<file path="config.mk">
export PLATFORM = sky130hd
export DESIGN_NAME = ics_pos_enc
export DESIGN_NICKNAME = d
export VERILOG_FILES = /design/src/rtl/core/inversion_count_sorter_unit_macros.svh /design/src/rtl/core/ics_pos_enc.sv
export SDC_FILE = /design/constraint.sdc
export NUM_CORES = 1
export LEC_CHECK = 0
export ABC_AREA = 1
export BUFFER_PORTS_ARGS = -buffer_cell sky130_fd_sc_hd__buf_4
export CORE_UTILIZATION = 28
export DETAILED_ROUTE_END_ITERATION = 16
export MAX_ROUTING_LAYER = met4
export PLACE_DENSITY = 0.62
export SLEW_MARGIN = 30
export SYNTH_ARGS = -nofsm -noshare
export SYNTH_HDL_FRONTEND = slang
export SYNTH_SLANG_ARGS = --single-unit
</file>
<file path="constraint.sdc">
create_clock -name vclk -period 1.65
set_input_delay 0.4125 -clock vclk [all_inputs]
set_output_delay 0.4125 -clock vclk [all_outputs]
set_load 0.05 [all_outputs]
</file>
<file path="src/rtl/core/inversion_count_sorter_unit_macros.svh">
// Assertion macros shared by the sorter RTL.
// Each macro checks on the rising edge of aclk and is disabled while aresetn is low.
`ifndef INVERSION_COUNT_SORTER_UNIT_MACROS_SVH
`define INVERSION_COUNT_SORTER_UNIT_MACROS_SVH

// The property holds at every clock edge.
`define ICS_ASSERT(lbl, prop, msg) \
    lbl: assert property (@(posedge aclk) disable iff (!aresetn) (prop)) else $error(msg);

// The consequent holds in the same cycle as the antecedent.
`define ICS_ASSERT_IMPL(lbl, ante, cons, msg) \
    lbl: assert property (@(posedge aclk) disable iff (!aresetn) (ante) |-> (cons)) \
        else $error(msg);

// The consequent holds in the cycle after the antecedent.
`define ICS_ASSERT_NEXT(lbl, ante, cons, msg) \
    lbl: assert property (@(posedge aclk) disable iff (!aresetn) (ante) |=> (cons)) \
        else $error(msg);

`endif

</file>
<file path="src/rtl/core/ics_pos_enc.sv">
// Encodes the one-hot insertion point reported by the cell chain into an index.
// No dependencies.
module ics_pos_enc #(
    parameter int unsigned CAPACITY = 64
) (
    input  logic [CAPACITY-1:0]         onehot,
    output logic [$clog2(CAPACITY)-1:0] pos
);

    localparam int unsigned IW = $clog2(CAPACITY);

    always_comb begin
        pos = '0;
        for (int i = 0; i < CAPACITY; i++) begin
            if (onehot[i]) begin
                pos = pos | IW'(i);
            end
        end
    end

endmodule

</file>
# --- Word-level counts from Yosys, hierarchy flattened ---
# Cells that the tools add are included.
op_classes:
  mul: 0
  div: 0
  addsub: 0
  order_cmp: 0
  eq_ne: 0
  reduce_logical: 0
  muxes: 63
  bitwise: 0
  n_shift: 0
ops:
  columns: ["cell", "count"]
  rows:
  - ["$mux W6", 32]
  - ["$mux W5", 16]
  - ["$mux W4", 8]
  - ["$mux W3", 4]
  - ["$mux W2", 2]
  - ["$mux W1", 1]
word_totals:
  word_cells: 63
  memories: 0
  output_inout_bits: 6
  latch_bits: 0
  mem_bits_rw: 0
  ff_bits: 0
  inputBits: 64
  rom_bits: 0

# --- Longest topological paths before layout ---
logic_depth:
  ltp_word: 63
  depth_mapped: 6

# --- Worst setup path before layout ---
# OpenSTA, ideal clock, no wires.
synth_timing:
  path_type: "input port to output port"
  from: "input port onehot[47]"
  to: "output port pos[0]"
  required_ps: 1237
  path_buffers: 0
  arrival_ps: 1062
  setup_slack_ps: 176
  cell_stages: 6
  cell_sequence: "inv_1 -> nand2_2 -> nor2_4 -> nand2_2 -> nor2_1 -> nand2_1"
synth_via:
  elab_chain_cells: 17
synth_rtl:
  columns: ["item", "line_no", "rtl"]
  rows:
  - ["from (decl)", "ics_pos_enc.sv:6", "input logic [CAPACITY-1:0] onehot,"]
  - ["$mux W6 (17 in series)", "ics_pos_enc.sv:15", "if (onehot[i]) begin"]
  - ["to (decl)", "ics_pos_enc.sv:7", "output logic [$clog2(CAPACITY)-1:0] pos"]
# Every way passes these cells.

# --- Final worst setup path ---
layout_timing:
  from: "input port onehot[31]"
  to: "output port pos[1]"
layout_via:
  elab_chain_cells: 33
layout_rtl:
  columns: ["item", "line_no"]
  rows:
  - ["$mux W5", "ics_pos_enc.sv:15"]
  - ["$mux W6 (32 in series)", "ics_pos_enc.sv:15"]
# Every way passes these cells.

==> results by group <==
Setup path
  – Critical path arrival: 1.20 ns
  – CP max stage cell: buf_6
  – Worst Path Max Fanout: 2
  – Crit path capture type: output port
  – Crit Path Class: in2out
  – Slowest stage delay, CP: 0.15 ns
  – WP data required: 1.24 ns
  – Crit-path cells: buf_4, inv_2, nand2_1, nor2_2, nand2_1, nor2_2, nand2_1, buf_6
  – CP startpoint kind: input port
  – Top cell by count, worst path: nand2_1

Place
  – Placed Area: 1260 um^2
  – Port-buffer cells: between 60 and 70
  – Detail Placement HPWL: roughly 2100 um
  – Dpl cells: 276
  – GPL Wtd Cong: 0.864

Clock network
  – Post-CTS Setup Repair Bufs: 0
  – Post-cts resize count: 0
  – CTS hold repair buffers: 0

Logic synthesis
  – Synth top area cells: nand2_1, nor2_1, inv_1
  – Synthesized netlist cell count: 179
  – Total number of yosys warnings: 0
  – Post-synth cell types: 10
  – Synth Area per Inst: 3.96 um^2
  – Share of the synthesized area in the top cell type: 0.312
  – Sequential fraction of the synthesis area: 0
  – Synth Net Count: 243
  – Mapped cell area: roughly 710 um^2
  – Leading area contributor after synthesis: nand2_1

Layout
  – Commonest non-fill, non-tap cells in the layout: buf_4, nand2_1, nor2_1
  – Register Area: 0 um^2
  – Layout Cells excl Fill: approximately 280
  – Area growth from synthesis to layout: 86.4%
  – Most common cell after layout, fill and taps aside: buf_4
  – Fillers: 264
  – Final instance area: 1320 um^2
  – Final net count: between 300 and 400
  – Proportion of layout cells with a drive suffix above 1: 0.448
  – Seq_cells: 0
  – N_diodes: 0
  – CLK BUF: 0

STA
  – Final worst-path cycle share: 0.980
  – Setup_tns: 0 ns
  – Final Max Slew Viols: 0
  – Setup-failing EPs final: 0
  – Relative slew slack: 0.901
  – Fmax: about 0.62 GHz
  – Final number of hold-violating endpoints: 0
  – RSZ-0062 raised after global routing: yes
  – Hold slack: between 1 and 1.5 ns
  – Tightest Pin Transition: 0.148 ns
  – Crit path time final: between 1.5 and 2 ns

Detailed routing
  – Total Wirelength: roughly 2400 um
  – Antenna-violating nets left: 0
  – Routed WL per cell: 8.66 um
  – DRC: 0
  – Via Count: 1127
  – Via density: 4.08
  – DRT iter0 DRCs: 19
  – DRT Pass-1 Iters: 4

Min path
  – Hold Path Depth: 6
  – Worst hold path type: in2out

Floorplanning
  – Initial core utilization: 0.309
  – I/O pin cnt: 70
  – Die ar.: roughly 2700 um^2
  – DIE WIDTH: 52.3 um
  – Row count: 17
  – Die height: 52.3 um
  – Core footprint: 2300 um^2

Global routing
  – Initial antenna violation count: 0
  – GR Overflow Total: 0
  – Largest net degree at the start of global routing: 4
  – All-layer global routing usage: 0.177
  – First-pass GRT wire length: 3730 um
  – Vias in the first global route: 1009

Flow run
  – Max-Cap Viols: 0

Pwr
  – Power density over the cells: around 170 nW/um^2
  – Sw Share: 0.426
  – Switching power: 95.4 uW
  – Leak: 0.781 nW
  – Logic gate share of total power: 1.000
  – Clk pwr share: 0
  – Int Pwr: about 130 uW
  – Sequential share of power: 0
  – Peak VDD IR: 0.0000939 V

Run status
  – Status: completed
kinds of logic (layout without fill, tap and decap cells):
family | after synthesis | after routing | synth area share
buffers and inverters | 57 | 126 | 0.302
AND/OR/NAND/NOR | 122 | 122 | 0.698
critical path, delay by kind of cell:
kind / cells / cell delay, ns
simple gates: 5 / 0.46
buf+inv: 3 / 0.31
per-layer routing:
metal | global-route usage | share of wire | up-vias
li1 | - | - | 624
met1 | 0.221 | 0.44 | 467
met2 | 0.331 | 0.49 | 36
met3 | 0.00870 | 0.065 | 0
met4 | 0 | 0 | 0
met5 | - | 0 | -
cells in the mapped netlist:
library cell,count
nand2_1,59
nor2_1,50
inv_1,38
inv_2,17
nand2_2,5
nor2_2,3
and2_1,2
clkinv_1,2
nand4_1,2
nor2_4,1
through the flow:
stage,total power [mW],worst slack [ns],util
after floorplan,0.0798,0.176,-
after global placement,0.213,0.00550,0.550
after detailed placement,0.216,0.0145,0.550
after CTS,0.217,0.0120,0.550
after global routing,0.250,-0.0228,0.576
final,0.224,0.0331,0.576
power by group through the flow:
stage,Combinational (mW),Clock [mW],Sequential [mW]
floorplan,0.0798,0,0
global placement,0.213,0,0
detailed placement,0.216,0,0
CTS,0.217,0,0
global route,0.250,0,0
finish,0.224,0,0
path summary, 6_finish.rpt:
| path | startpoint | endpoint | slack [ns] |
|---|---|---|---|
| max | onehot[31] | pos[1] | 0.03 |
| min | onehot[2] | pos[1] | 1.26 |
final cells by class:
type / instances / area [um^2] / area share
inverters: 57 / 214 / 0.162
multi-input cells: 122 / 533 / 0.403
well taps: 28 / 35.0 / 0.0265
repair buffers: 69 / 541 / 0.409
(Power assumes the default switching activity.)
