`config.mk`:
```
export PLATFORM = sky130hd
export DESIGN_NAME = ics_cell
export DESIGN_NICKNAME = d
export VERILOG_FILES = /design/src/rtl/core/inversion_count_sorter_unit_macros.svh /design/src/rtl/core/ics_pkg.sv /design/src/rtl/core/ics_cell.sv
export SDC_FILE = /design/constraint.sdc
export NUM_CORES = 1
export LEC_CHECK = 0
export BUFFER_PORTS_ARGS = -buffer_cell sky130_fd_sc_hd__buf_2
export CAP_MARGIN = 30
export CORE_ASPECT_RATIO = 0.7
export CORE_MARGIN = 5
export CORE_UTILIZATION = 41
export DETAILED_ROUTE_END_ITERATION = 6
export HOLD_SLACK_MARGIN = 0.06
export PLACE_DENSITY = 0.84
export SYNTH_ARGS = -nofsm -noshare
export SYNTH_HDL_FRONTEND = slang
export SYNTH_SLANG_ARGS = --single-unit
```
`constraint.sdc`:
```
create_clock -name aclk -period 3.5 [get_ports aclk]
set_clock_uncertainty 0.1 [all_clocks]
set_input_delay 0.35 -clock aclk [delete_from_list [all_inputs] [get_ports aclk]]
set_output_delay 0.35 -clock aclk [all_outputs]
set_load 0.01 [all_outputs]
```
`src/rtl/core/inversion_count_sorter_unit_macros.svh`:
```
// Assertion macros shared by the sorter RTL.
// Each macro checks on the rising edge of aclk and is disabled while aresetn is low.
`ifndef INVERSION_COUNT_SORTER_UNIT_MACROS_SVH
`define INVERSION_COUNT_SORTER_UNIT_MACROS_SVH

// The property holds at every clock edge.
`define ICS_ASSERT(lbl, prop, msg) \
    lbl: assert property (@(posedge aclk) disable iff (!aresetn) (prop)) else $error(msg);

// The consequent holds in the same cycle as the antecedent.
`define ICS_ASSERT_IMPL(lbl, ante, cons, msg) \
    lbl: assert property (@(posedge aclk) disable iff (!aresetn) (ante) |-> (cons)) \
        else $error(msg);

// The consequent holds in the cycle after the antecedent.
`define ICS_ASSERT_NEXT(lbl, ante, cons, msg) \
    lbl: assert property (@(posedge aclk) disable iff (!aresetn) (ante) |=> (cons)) \
        else $error(msg);

`endif

```
`src/rtl/core/ics_pkg.sv`:
```
// Package for the inversion count sorter: widths, state encoding and the
// structs that pass between the sorter cells. No dependencies.
package ics_pkg;

    localparam int unsigned VALUE_W = 32;
    localparam int unsigned INV_W   = 11;
    localparam logic [INV_W-1:0] INV_MAX = 11'h7FF;

    typedef enum logic [2:0] {
        ST_LOAD   = 3'b001,
        ST_SETTLE = 3'b010,
        ST_DRAIN  = 3'b100
    } state_t;

    typedef struct packed {
        logic                      insert;
        logic                      pop;
        logic signed [VALUE_W-1:0] value;
    } cell_ctrl_t;

    typedef struct packed {
        logic                      gt;
        logic                      valid;
        logic signed [VALUE_W-1:0] value;
    } cell_link_t;

endpackage

```
`src/rtl/core/ics_cell.sv`:
```
// One cell of the insertion chain: holds one sorted element and its valid bit.
// Depends on ics_pkg for the control and neighbor link structs.
module ics_cell (
    input  logic               aclk,
    input  logic               aresetn,
    input  ics_pkg::cell_ctrl_t ctrl,
    input  ics_pkg::cell_link_t lnk_prev,
    input  ics_pkg::cell_link_t lnk_nbr,
    output ics_pkg::cell_link_t lnk_out,
    output logic               at_pos
);

    logic                               valid_reg;
    logic                               valid_next;
    logic signed [ics_pkg::VALUE_W-1:0] value_reg;
    logic signed [ics_pkg::VALUE_W-1:0] value_next;
    logic                               gt;
    logic                               take;
    logic                               load;

    assign gt     = valid_reg && (value_reg > ctrl.value);
    assign take   = gt || !valid_reg;
    assign load   = ctrl.insert && take && lnk_prev.valid;
    assign at_pos = take && lnk_prev.valid && !lnk_prev.gt;

    always_comb begin
        valid_next = valid_reg;
        value_next = value_reg;
        if (ctrl.pop) begin
            valid_next = lnk_nbr.valid;
            value_next = lnk_nbr.value;
        end else if (load) begin
            valid_next = 1'b1;
            value_next = lnk_prev.gt ? lnk_prev.value : ctrl.value;
        end
    end

    always_ff @(posedge aclk) begin
        if (!aresetn) begin
            valid_reg <= 1'b0;
        end else begin
            valid_reg <= valid_next;
        end
    end

    always_ff @(posedge aclk) begin
        value_reg <= value_next;
    end

    assign lnk_out = '{gt: gt, valid: valid_reg, value: value_reg};

endmodule

```
# == After elaboration in Yosys (flattened, before gate mapping) ==
# Index checks and enable logic that the tools add are counted.
# totals
register_bits,33
output_inout_bits,35
elab_cells,17
# op_classes
n_lt_le_gt_ge,1
n_mux,5
reduce_logical,9
# op_table
cell,n
2-to-1 mux 32 bit,3
> comparator 32 bit,1
logical AND 1 bit,5
zero test 1 bit,2
2-to-1 mux 1 bit,2
nonzero test 2 bit,1
logical OR 1 bit,1

# == Depth between registers and ports, before layout ==
# Gate-level depths: netlist (run 1).
# logic_depth
depth_word,7
depth_mapped,9
mapped_depth_nobuf,8

# == Worst setup path before layout (run 1) ==
# Ideal clock, no wire load.
# synth_path
path_type,register -> register
from,register value_reg[31] (netlist bit)
to,register value_reg[0] (netlist bit) (enable)
arrival_time_ps,2991
path_slack_ps,-15
path_stages_with_launch,7
n_path_buf,0
path_cell_list,edfxtp_1 ha_1 nand4_4 nor4_4 o41a_1 nor3_2 o31ai_2
# synth_between
elab_chain_len,6
# synth_rtl
element,line_no,source
"start, declared",ics_cell.sv:15,logic signed [ics_pkg::VALUE_W-1:0] value_reg;
"start signal, assigned",ics_cell.sv:47,value_reg <= value_next;
> comparator 32 bit,ics_cell.sv:21,assign gt = valid_reg && (value_reg > ctrl.value);
logical AND 1 bit,ics_cell.sv:21,
logical OR 1 bit,ics_cell.sv:22,assign take = gt || !valid_reg;
logical AND 1 bit (2 in a row),ics_cell.sv:23,assign load = ctrl.insert && take && lnk_prev.valid;
nonzero test 2 bit (no source line),--,
# No other way between the ends.
# A chain may end at the register's enable or synchronous reset.

# == Worst setup path in the final report (run 1) ==
# layout_path
from,register value_reg[9] (netlist bit)
to,output port at_pos
# layout_between
elab_chain_len,5
# layout_rtl
element,line_no,source
> comparator 32 bit,ics_cell.sv:21,
logical AND 1 bit,ics_cell.sv:21,
logical OR 1 bit,ics_cell.sv:22,
logical AND 1 bit (2 in a row),ics_cell.sv:24,assign at_pos = take && lnk_prev.valid && !lnk_prev.gt;
"end, declared",ics_cell.sv:10,output logic at_pos
# No other way between the ends.

==> results.toml, run 1 <==
[critical_path]
crit_path_start_kind = "flip-flop"
crit_type = "flip-flop to output port"
end_kind = "output port"
required_ns = 3.05
cp_max_fo = 2
cp.arrival_ns = 2.31

[clocking]
htreeDepth = 2
clock-sinks = 33
postCtsSetupBuffers = 0
cts_made_buffers = 5
cts_tree = "built"
cts-root-buf = "clkbuf_8"
postCtsHoldBufs = 0
clockBufferDepth = 2
clkSlewWorstSetupHoldPaths_ns = 0.07
cts-resized-gates = 0
insertion_delay_ns = 0.28

[routing]
via_per_inst = 4.92
first_iter_violations = 77
wl_mm = 7.03
num_vias = 2377
wl_per_cell_um = 14.5
drcViolationCount = 0
final_antenna_net_count = 0
drtPass1Iterations = 4

[yosys]
yosysTopAreaCell = "edfxtp_1"
seq_area_frac_synth_pct = 37.9
syn-cell-area_um2 = 2590
netlist.area_leader.share_pct = 37.1
ys_warn_count = 0
postSynthCellCount = 269
ys_seq_elements = 33
synth.net_count = 405
synthDistinctLibCells = 33
syn_avg_cell_area_um2 = 9.62
ys_top_cells_by_area = "edfxtp_1, ha_1, mux2i_1"

[place]
gp_congestion = 0.770
place_inst = 474
post-dp-hpwl_mm = 5.83
numPortBuffers = 137

[timing]
whs_ns = 0.226
final_hold_viol_count = 0
setup_violations = 0
finalCritPeriodShare_pct = 79.0
slew_headroom_pct = 64.5
worstMarginPinSlew_ns = 0.532
rsz0062_at_grt = "no"
fmax_mhz = 362
final_max_slew_viol_count = 0
period_minus_slack_ns = 2.76
finalSetupTns_ns = 0

[floorplan]
core_um2 = 6190
die_y_um = 76.5
io_pins = 139
start_util_pct = 41.8
die_area_um2 = 8030
rows = 24
die_w_um = 105

[power_and_ir_drop]
p_leak_nw = 1.82
peakVddDrop_mv = 0.205
power.density_nw_per_um2 = 323

[run]
cap_violations = 0

[layout]
utilization_pct = 55.8
seq_area_um2 = 981
antenna_cells = 0
multiInputGateArea_um2 = 1420
nets = 540
finalNonFillerCells = 483
n_fill_cell = 557
largest_reg_flops = 32
drive_gt1_share_pct = 39.0
area_growth_pct = 33.4

[global_routing]
grt_usage_pct = 17.5
grt_pass1_wl_mm = 11.6
grt_antenna_before_repair = 0
grt_max_degree = 65
grt_pass1_vias = 2534
grt_overflow = 0

[hold_path]
min_path_type = "primary input to flip-flop"

[outcome]
run_status = "finished clean"
-- path summary, 6_finish.rpt --
path	from	end	slack (ns)	depth (start not counted)
min reg2reg	valid_reg	valid_reg	0.49	2
min	aresetn	valid_reg	0.23	3
max reg2reg	value_reg[23]	value_reg[0]	0.83	7
max	value_reg[9]	at_pos	0.74	8
-- final cells by class --
| class | instances | share of cell area, % |
|---|---|---|
| multi-input cells | 187 | 41.1 |
| flip-flops and latches | 33 | 28.4 |
| repair buffers | 141 | 21.3 |
| inverters | 36 | 3.91 |
| well taps | 78 | 2.83 |
| clock buffers | 6 | 2.10 |
| clock inverters | 2 | 0.290 |
-- cells in the final DEF, fill, tap and decap left out, drive strengths merged, types with 2 or more instances in the layout --
cell type	count
a21oi	14
buf	141
clkinv	2
edfxtp	32
nor2	3
a21o	4
nand3	4
a211oi	3
mux2i	32
clkbuf	6
inv	36
nor4	2
ha	32
nand2	38
nand4	8
nor3	2
o21ai	37
-- metrics by stage --
step | setup slack [ns] | area [um2] | power, mW
final | 0.735 | 3450 | 1.12
after global routing | 0.509 | 3450 | 1.20
after CTS | 0.646 | 3420 | 1.13
after detailed placement | 0.756 | 3340 | 0.848
after global placement | 0.807 | 3340 | 0.829
after floorplan | 0.580 | 2600 | 0.700
-- where the power goes --
| group | internal, mW | switching [mW] | total (mW) |
|---|---|---|---|
| sequential | 0.482 | 0.0211 | 0.503 |
| clock | 0.138 | 0.140 | 0.278 |
| combinational | 0.153 | 0.182 | 0.335 |
| total | 0.773 | 0.343 | 1.12 |
-- critical path: stages (launching register included) --
cell and delay (ns):
edfxtp_1 0.41, ha_1 0.31, a21o_1 0.19, nand3_1 0.07, a21oi_1 0.07, o41a_1 0.45
nor3_2 0.30, nor4b_2 0.08, buf_2 0.15
-- cell families after synthesis --
family                     after synthesis  share of synthesized area (%)
AOI/OAI and AO/OA                       63                           14.3
adders and majority gates               32                           15.5
buffers and inverters                   49                           7.54
DFF                                     33                           37.9
muxes                                   32                           12.4
and+or+nand+nor                         60                           12.4
-- Yosys cell counts, drive strengths merged --
library cell,instances
dfxtp,1
a2111oi,1
a21oi,14
nor4,2
nor2,3
or2b,1
nand3,4
nor4b,1
a31oi,1
nand2,38
a21o,4
nor3,2
inv,36
o21ai,37
clkbuf,8
ha,32
o211ai,1
mux2i,32
o41a,1
nor2b,1
o31ai,1
nand4,8
a211oi,3
edfxtp,32
buf,5
-- metal layers --
metal | track usage, % | up-vias | routed length [um]
met5 | 0 | - | 0
met2 | 30.3 | 77 | 3330
met3 | 5.08 | 8 | 514
met1 | 21.4 | 1065 | 3090
li1 | - | 1227 | -
met4 | 4.34 | 0 | 85
(Power assumes the default switching activity.)
==> run 2, diff against run 1 <==
Settings changed: ABC_AREA from default to 1, CORE_UTILIZATION 41 to 46, PLACE_DENSITY 0.84 to 0.89.
Clock period 3.5 ns to 2.83 ns, I/O delays scaled along.
==> run 2 against run 1 <==
Compared with the run above: sequential share of layout area fell by 0.10 points; highest routed layer unchanged; hold slack got worse by 0.057 ns; critical path depth increased by 4; first-iteration DRC count down 9.1%; register-to-register slack got worse by 0.46 ns; final cell count up 6.0%; sequential cell count unchanged; setup slack worse by 0.47 ns; synthesized area increased by 1.3%.
==> results.toml, run 2 <==
[place]
numPortBuffers = 137
place_inst = 503
dpl-instance-area_um2 = 3360
post-place-ws_ns = 0.346
post-dp-hpwl_mm = 5.62
gp_congestion = 0.836

[routing]
num_vias = 2551
wl_per_cell_um = 13.6
drtPass1Iterations = 5
final_antenna_net_count = 0
wl_mm = 6.96
drcViolationCount = 0
via_per_inst = 4.98
first_iter_violations = 70

[global_routing]
grt_overflow = 0
grt_usage_pct = 19.7
grt_max_degree = 63
grt_antenna_before_repair = 0
grt_pass1_vias = 2666
grt_pass1_wl_mm = 11.6

[critical_path]
end_kind = "output port"
cp_max_fo = 4
crit_path_start_kind = "flip-flop"
r2r_cells = 12
cp_cell_sequence = "ha_1 -> nand2_1 -> nor2_2 -> nand2_2 -> nor4_4 -> nand2_1 -> nand3_1 -> nand3_2 -> nand2_2 -> nand2_1 -> nor2_2 -> buf_2"
required_ns = 2.45
cp.arrival_ns = 2.18
r2r_end = "value_reg[12]"
crit_path_frequent_cell = "nand2_1"
crit_type = "flip-flop to output port"
cpPeakStageDelay_ns = 0.40
rrSetupSlack_ns = 0.37
r2r_start = "value_reg[31]"
cp_slowest_cell = "edfxtp_1"

[clocking]
postCtsSetupBuffers = 0
htreeDepth = 2
cts_tree = "built"
insertion_delay_ns = 0.28
cts_made_buffers = 5
clkSlewWorstSetupHoldPaths_ns = 0.06
clock-sinks = 33
cts-resized-gates = 0
clockBufferDepth = 2
postCtsHoldBufs = 0
cts-root-buf = "clkbuf_8"

[floorplan]
die_w_um = 100
io_pins = 139
die_area_um2 = 7330
rows = 23
die_y_um = 73.1
start_util_pct = 46.7
core_um2 = 5610

[layout]
nets = 572
utilization_pct = 61.7
layout_commonest_cell = "buf_2"
final_area_um2 = 3460
drive_gt1_share_pct = 36.6
largest_reg_flops = 32
area_growth_pct = 32.2
layout_common_cells = "buf_2, nand2_1, inv_1, ha_1, edfxtp_1"
antenna_cells = 0
n_fill_cell = 522
finalNonFillerCells = 512

[yosys]
async_flop_share_pct = 0
netlist.area_leader.share_pct = 36.7
synthMuxAreaShare_pct = 0
synth.net_count = 438
synthTopCellsByCount = "nand2_1, inv_1, edfxtp_1, ha_1, o21a_1"
syn-cell-area_um2 = 2620
seq_area_frac_synth_pct = 37.4
synth_fa_ha_area_share_pct = 15.3
ys.flop_type = "edfxtp_1"
synthDistinctLibCells = 26
ys_top_cells_by_area = "edfxtp_1, ha_1, nand2_1"
synth-simple-area-share_pct = 15.0
synth_xor_area_share_pct = 0
synth_top_family_by_area = "compound AO/OA/AOI/OAI gates"
synth_compound_area_share_pct = 23.1
postSynthCellCount = 302
synth.most_common_cell = "nand2_1"
ys_warn_count = 0
yosysTopAreaCell = "edfxtp_1"
synth_edf_count = 32
syn_avg_cell_area_um2 = 8.68
ys_seq_elements = 33

[power_and_ir_drop]
pwr-share-seq_pct = 44.5
p_switching_mw = 0.429
swShare_pct = 30.8
power.density_nw_per_um2 = 401
clockPowerShare_pct = 24.0
peakVddDrop_mv = 0.272
p_int_mw = 0.962
fin_total_pwr_mw = 1.39
p_leak_nw = 1.76
combPwrFrac_pct = 31.5

[timing]
worstMarginPinSlew_ns = 0.875
setup_violations = 0
final_hold_viol_count = 0
fmax_mhz = 390
finalCritPeriodShare_pct = 90.7
finalSetupTns_ns = 0
period_minus_slack_ns = 2.57
layout_setup_ws_ns = 0.264
rsz0062_at_grt = "no"
final_max_slew_viol_count = 0
whs_ns = 0.169
slew_headroom_pct = 41.6

[hold_path]
hold_path_depth = 3
min_from = "ctrl[33]"
min_to = "valid_reg"
min_path_type = "primary input to flip-flop"

[run]
cap_violations = 0

[outcome]
run_status = "finished clean"
-- run 2: cell families after synthesis --
kind of cell             Yosys count
buffers and inverters             58
adder cells (fa/ha/maj)           32
flip-flops                        33
AND/OR/NAND/NOR                   92
AO/OA/AOI/OAI                     87
-- run 2: power by group through the flow --
stage	clock, mW	combinational, mW	sequential (mW)
after floorplan	0	0.242	0.650
after global placement	0	0.421	0.627
after detailed placement	0	0.436	0.630
after CTS	0.345	0.440	0.620
after global routing	0.375	0.502	0.624
final	0.334	0.438	0.619
-- run 2: layer usage --
metal	routed length, um	vias up	part of all wire [%]	track usage, %
met5	0	-	0	0
met4	63	0	0.90	5.53
met3	656	8	9.4	6.88
met2	3360	92	48	34.9
met1	2890	1140	41	22.8
li1	-	1311	-	-
-- run 2: worst max-delay path, delay by kind of cell (launching register included) --
family / cells / cell delay, ns
flip-flops: 1 / 0.40
buffers and inverters: 1 / 0.13
adder cells (fa/ha/maj): 1 / 0.37
AND/OR/NAND/NOR: 10 / 1.00
-- run 2: how the worst max path moves through the flow --
stage	end	cells after the start	startpoint	slack, ns
detailed placement	value_reg[12]	12	value_reg[31]	0.35
finish	at_pos	12	value_reg[31]	0.26
global route	at_pos	12	value_reg[31]	0.03
global placement	value_reg[15]	14	ctrl[31]	0.43
CTS	at_pos	12	value_reg[31]	0.19
floorplan	value_reg[0]	11	value_reg[31]	0.08
-- run 2: area by class of cell --
class	instances	area [um2]	share of cell area (%)
clock buffers	5	68.8	1.99
clock inverters	3	12.5	0.361
inverters	43	161	4.66
multi-input cells	211	1400	40.4
flip-flops and latches	33	981	28.3
well taps	75	93.8	2.71
repair buffers	142	748	21.6
